## src/design/pnc_pkg.sv

```systemverilog
// ----------------------------------------------------------------------------
// pnc_pkg
// Shared widths and limits for the perfect number checker and its checker.
// ----------------------------------------------------------------------------
`default_nettype none

package pnc_pkg;

  localparam int unsigned VALUE_WIDTH_DEF = 16;

  localparam int unsigned IN_VALUE_W  = 16;
  localparam int unsigned ECHO_W      = 16;
  localparam int unsigned SUM_W       = 18;
  localparam int unsigned IN_TDATA_W  = 16;
  localparam int unsigned OUT_FIELD_W = ECHO_W + SUM_W + 1;
  localparam int unsigned OUT_TDATA_W = ((OUT_FIELD_W + 7) / 8) * 8;

  localparam logic [SUM_W-1:0] SUM_MAX = {SUM_W{1'b1}};

endpackage

`default_nettype wire

```

## src/design/perfect_number_check.sv

```systemverilog
// ----------------------------------------------------------------------------
// perfect_number_check
// Aliquot sum and perfect number test, one item at a time.
// ----------------------------------------------------------------------------
// Each transfer on the input carries one unsigned number n (the low
// VALUE_WIDTH bits are used). The block walks trial divisors i = 1, 2, ...
// while i*i <= n, divides n by i on one shared restoring divider (one
// quotient bit per cycle), adds i and, when it differs from i, n/i to a
// running sum when the remainder is zero, and finally takes n off to leave
// the sum of the proper divisors. The result carries n, that sum (saturated
// at 18 bits) and a flag set when n is nonzero and equals the sum.
// in_tready is low from the accepted transfer until the result has been taken.
`default_nettype none

module perfect_number_check #(
  parameter int unsigned VALUE_WIDTH = pnc_pkg::VALUE_WIDTH_DEF
) (
  input  wire logic                           clk,
  input  wire logic                           rst_n,
  input  wire logic                           in_tvalid,
  output      logic                           in_tready,
  input  wire logic [pnc_pkg::IN_TDATA_W-1:0]  in_tdata,   // [15:0] value
  output      logic                           out_tvalid,
  input  wire logic                           out_tready,
  output      logic [pnc_pkg::OUT_TDATA_W-1:0] out_tdata   // [15:0] value_echo,
                                                          // [33:16] divisor_sum,
                                                          // [34] is_perfect, rest 0
);
  import pnc_pkg::*;

  localparam int unsigned W     = VALUE_WIDTH;
  localparam int unsigned ACC_W = W + 3;
  localparam int unsigned SQ_W  = W + 2;
  localparam int unsigned CNT_W = $clog2(W);
  localparam int unsigned CMP_W = (ACC_W > SUM_W) ? ACC_W : SUM_W;

  typedef enum logic [6:0] {
    S_IDLE  = 7'b0000001,
    S_CHECK = 7'b0000010,
    S_DIV   = 7'b0000100,
    S_ADD_I = 7'b0001000,
    S_ADD_Q = 7'b0010000,
    S_FIN   = 7'b0100000,
    S_OUT   = 7'b1000000
  } state_t;

  state_t             state_r, state_nxt;
  logic [W-1:0]       n_r, n_nxt;
  logic [W-1:0]       i_r, i_nxt;
  logic [SQ_W-1:0]    sq_r, sq_nxt;
  logic [ACC_W-1:0]   total_r, total_nxt;
  logic [W-1:0]       rem_r, rem_nxt;
  logic [W-1:0]       quo_r, quo_nxt;
  logic [CNT_W-1:0]   cnt_r, cnt_nxt;
  logic [ECHO_W-1:0]  echo_r, echo_nxt;
  logic [SUM_W-1:0]   sum_r, sum_nxt;
  logic               perf_r, perf_nxt;

  logic [W:0]         trial;
  logic               fits;
  logic [ACC_W-1:0]   aliq;
  logic               sat;

  // One restoring division step: shift in the next dividend bit, subtract
  // the trial divisor when it fits.
  always_comb begin
    trial = {rem_r, quo_r[W-1]};
    fits  = (trial >= {1'b0, i_r});
  end

  assign aliq = total_r - ACC_W'(n_r);
  assign sat  = (CMP_W'(aliq) > CMP_W'(SUM_MAX));

  always_comb begin
    state_nxt = state_r;
    n_nxt     = n_r;
    i_nxt     = i_r;
    sq_nxt    = sq_r;
    total_nxt = total_r;
    rem_nxt   = rem_r;
    quo_nxt   = quo_r;
    cnt_nxt   = cnt_r;
    echo_nxt  = echo_r;
    sum_nxt   = sum_r;
    perf_nxt  = perf_r;
    unique case (state_r)
      S_IDLE: begin
        if (in_tvalid) begin
          n_nxt     = W'(in_tdata[IN_VALUE_W-1:0]);
          i_nxt     = W'(1);
          sq_nxt    = SQ_W'(1);
          total_nxt = '0;
          state_nxt = S_CHECK;
        end
      end
      S_CHECK: begin
        if (sq_r <= SQ_W'(n_r)) begin
          rem_nxt   = '0;
          quo_nxt   = n_r;
          cnt_nxt   = CNT_W'(W - 1);
          state_nxt = S_DIV;
        end else begin
          state_nxt = S_FIN;
        end
      end
      S_DIV: begin
        rem_nxt = fits ? W'(trial - {1'b0, i_r}) : W'(trial);
        quo_nxt = {quo_r[W-2:0], fits};
        cnt_nxt = cnt_r - CNT_W'(1);
        if (cnt_r == '0) begin
          state_nxt = S_ADD_I;
        end
      end
      S_ADD_I: begin
        if (rem_r == '0) begin
          total_nxt = total_r + ACC_W'(i_r);
        end
        state_nxt = S_ADD_Q;
      end
      S_ADD_Q: begin
        // add the paired divisor unless it is the square root itself
        if (rem_r == '0 && quo_r != i_r) begin
          total_nxt = total_r + ACC_W'(quo_r);
        end
        sq_nxt    = sq_r + SQ_W'({i_r, 1'b1});
        i_nxt     = i_r + W'(1);
        state_nxt = S_CHECK;
      end
      S_FIN: begin
        echo_nxt  = ECHO_W'(n_r);
        sum_nxt   = sat ? SUM_MAX : SUM_W'(aliq);
        perf_nxt  = (n_r != '0) && (aliq == ACC_W'(n_r));
        state_nxt = S_OUT;
      end
      S_OUT: begin
        if (out_tready) begin
          state_nxt = S_IDLE;
        end
      end
      default: state_nxt = S_IDLE;
    endcase
  end

  always_ff @(posedge clk) begin
    if (!rst_n) begin
      state_r <= S_IDLE;
    end else begin
      state_r <= state_nxt;
    end
  end

  always_ff @(posedge clk) begin
    n_r     <= n_nxt;
    i_r     <= i_nxt;
    sq_r    <= sq_nxt;
    total_r <= total_nxt;
    rem_r   <= rem_nxt;
    quo_r   <= quo_nxt;
    cnt_r   <= cnt_nxt;
    echo_r  <= echo_nxt;
    sum_r   <= sum_nxt;
    perf_r  <= perf_nxt;
  end

  assign in_tready  = (state_r == S_IDLE);
  assign out_tvalid = (state_r == S_OUT);
  assign out_tdata  = OUT_TDATA_W'({perf_r, sum_r, echo_r});

endmodule

`default_nettype wire

```

## config.mk

```make
export PLATFORM = sky130hd
export DESIGN_NAME = perfect_number_check
export DESIGN_NICKNAME = d
export VERILOG_FILES = /design/src/design/pnc_pkg.sv /design/src/design/perfect_number_check.sv
export SDC_FILE = /design/constraint.sdc
export NUM_CORES = 1
export LEC_CHECK = 0
export BUFFER_PORTS_ARGS = -buffer_cell sky130_fd_sc_hd__buf_2
export CORE_MARGIN = 2
export CORE_UTILIZATION = 40
export DETAILED_ROUTE_END_ITERATION = 8
export SLEW_MARGIN = 10
export SYNTH_ARGS = -nofsm -noshare
export SYNTH_HDL_FRONTEND = slang
export SYNTH_SLANG_ARGS = --single-unit
```

## constraint.sdc

```tcl
create_clock -name clk -period 3.7 [get_ports clk]
set_input_delay 0.37 -clock clk [delete_from_list [all_inputs] [get_ports clk]]
set_output_delay 0.37 -clock clk [all_outputs]
set_load 0.05 [all_outputs]
```

==> reports/results.tsv <==
metric	value	unit
gp_congestion	0.913	
fp.dieH	161	um
post-dp-hpwl	19000	um
fp.dieArea	0.0259	sq mm
worst_clock_skew	0.0110	ns
yosysTopAreaCell	edfxtp_1	
io_buffers	56	
dr.pass1.iters	5	
crit_fanout	8	
worst_ep_arrival_time	3.66	ns
setup_tns	0	ns
design_area	0.0116	sq mm
preCtsSetupSlack	0.0264	ns
die_w	161	um
ant_nets	0	
power.density	806	mW/mm^2
r2r_cells	18	
hold_path_depth	1	
finish.net_count	1179	
syn_inst	968	
synthesis.area	0.00983	sq mm
crit_path_start_kind	register	
critical_path.endpoint	total_r[18]$_SDFFCE_PN0P_	
clockBufferDepth	2	
slew_viol_final	0	
wl_per_cell	17.9	um
clkTransAtPathRegs	0.07	ns
max_slew_margin	28.9	%
rr_endpoint	total_r[18]$_SDFFCE_PN0P_	
drt_iter0_markers	516	
async_flop_share	0	%
fmax	286	MHz
syn_avg_cell_area	10.2	sq um
cellLeakagePower	4.51	nW
finalHoldViolCount	0	
rows	57	
grt_pass1_vias	7383	
ios	62	
synth_area_leaders	edfxtp_1 43%, ha_1 10%, xnor2_1 6.4%	
yosys.area.top_type_share	42.8	%
area_delta_synth_final	17.6	%
drcViolationCount	0	
ir_worst_vdd	0.361	mV
placed_area	0.0108	sq mm
drt-total-wl	25300	um
via_per_inst	5.44	
synthFlopType	edfxtp_1	
timing.rr.start	state_r[1]$_SDFFE_PN0P_	
setup_violations	0	
clock_latency	0.43	ns
ys_seq_area_share	44.2	%
gr-total-overflow	0	
grt_pass1_wl	40000	um
htreeDepth	4	
status	complete, no violations	
ys_seq_elements	147	
design.core.area	0.0242	sq mm
fillCellCount	2249	
worst_slew_pin_slew	1.06	ns
cts_tree	yes	
worstPathRequired	3.86	ns
hold_buffers	0	
max_cap_viol_count	0	
min_from	in_tdata[3]	
synth_cell_types	76	
cts.sinks	147	
ys_warn_count	0	
num_antenna_cells	0	
grtUsageTotal	19.8	%
worst-setup-path-type	reg2reg	
start_util	40.6	%
fin_crit_sh	94.5	%
cp-startpoint	state_r[1]$_SDFFE_PN0P_	
synth_edf_count	140	
grt_max_degree	38	
ctsRootBufferMaster	clkbuf_16	
numCtsBuffers	17	
hp-class	in2reg	
layout-drive-gt1-share	18.4	%
crit_path_end_kind	register	
fin_ws	0.205	ns
vias	7671	
fin_crit	3.49	ns
r2r_slack	0.21	ns
finalPower	0.00932	W
antenna_found_initial	0	
==> per-layer routing <==
layer / track usage (%) / wire [um]
met2: 32.6 / 12200
met1: 26.7 / 11300
met5: 0 / 0
met3: 3.05 / 1130
met4: 6.78 / 603
==> flip-flops by register name, summed over array words and instances (netlist names) <==
signal	flops
total_r	19
sq_r	18
sum_r	18
echo_r	16
i_r	16
n_r	16
quo_r	16
rem_r	16
state_r	7
cnt_r	4
perf_r	1
==> stage by stage <==
step	hold slack [ns]	std cells	util, %
after floorplan	0.450	972	-
after global placement	0.481	1369	44.5
after detailed placement	0.477	1369	44.5
after CTS	0.0988	1401	46.9
after global routing	0.105	1410	47.7
final	0.114	1410	47.7
==> cells by family (layout without fill, tap and decap cells) <==
kind of cell	count (synthesis)	after routing	share of synthesized area [%]
buffers and inverters	78	192	3.30
adder cells (fa/ha/maj)	86	86	11.2
multiplexers	8	8	0.814
flip-flops	147	147	44.2
XOR/XNOR	94	94	8.91
other	1	5	0.0381
AND/OR/NAND/NOR	349	349	17.9
AO/OA/AOI/OAI	205	205	13.6
==> how the worst min path moves through the flow <==
stage	endpoint	slack [ns]
6_report	n_r[3]$_DFFE_PP_	0.11
5_1_grt	n_r[3]$_DFFE_PP_	0.10
4_1_cts	n_r[3]$_DFFE_PP_	0.1
3_5_place_dp	echo_r[4]$_DFFE_PN_	0.48
3_3_place_gp	echo_r[4]$_DFFE_PN_	0.48
2_1_floorplan	echo_r[4]$_DFFE_PN_	0.45
==> where the power goes <==
group | switching (W) | internal, W | total, W
registers | 0.000311 | 0.00231 | 0.00262
clock network | 0.000752 | 0.00101 | 0.00176
logic | 0.00278 | 0.00215 | 0.00493
==> cells in the mapped netlist (all sizes together), types with 18 or more instances <==
| cell | count |
|---|---|
| a21o | 22 |
| nand3 | 21 |
| xnor2 | 73 |
| nor2b | 21 |
| nor4 | 19 |
| a21oi | 48 |
| nor2 | 94 |
| edfxtp | 140 |
| xor2 | 18 |
| o21ai | 70 |
| inv | 54 |
| ha | 82 |
| nand2 | 87 |
| nor3 | 27 |
==> critical path, stage by stage, from the launching register on <==
cell and delay [ns]:
dfxtp_1 0.32, nor3_2 0.23, nand2_2 0.11, nor3b_4 0.34, buf_12 0.17, nand2_1 0.06, o21ai_2 0.07, ha_2 0.20
inv_1 0.06, fa_2 0.34, nor2b_2 0.15, o21ai_2 0.07, a21oi_2 0.16, o21ai_2 0.09, a21oi_2 0.18, a41oi_2 0.18
a211oi_2 0.30, xnor2_1 0.15, nor2_1 0.05
==> cells in the final DEF, fill, tap and decap left out, types with 14 or more instances in the layout <==
cell,n
edfxtp_1,140
nor2_1,93
ha_1,78
nand2_1,76
xnor2_1,72
o21ai_0,59
buf_2,56
inv_1,53
buf_4,45
a21oi_1,43
nor3_1,25
a21o_1,22
nor2b_1,20
nand3_1,20
nor4_1,18
xor2_1,18
clkbuf_16,18
nand4_1,14
==> area by class of cell <==
type / instances / area, sq um / share of cell area (%)
repair buffers: 106 / 714 / 6.18
well taps: 324 / 405 / 3.51
inverters: 54 / 203 / 1.75
clock buffers: 17 / 425 / 3.68
multi-input cells: 747 / 5300 / 45.8
clock inverters: 15 / 173 / 1.49
flip-flops and latches: 147 / 4340 / 37.6
==> timing repair <==
item / 4_1_cts / 5_1_grt
resized for setup: 0 / 31
setup buffers: 0 / 8
setup endpoints to repair: 0 / 7
Power figures use the tool's default switching activity.
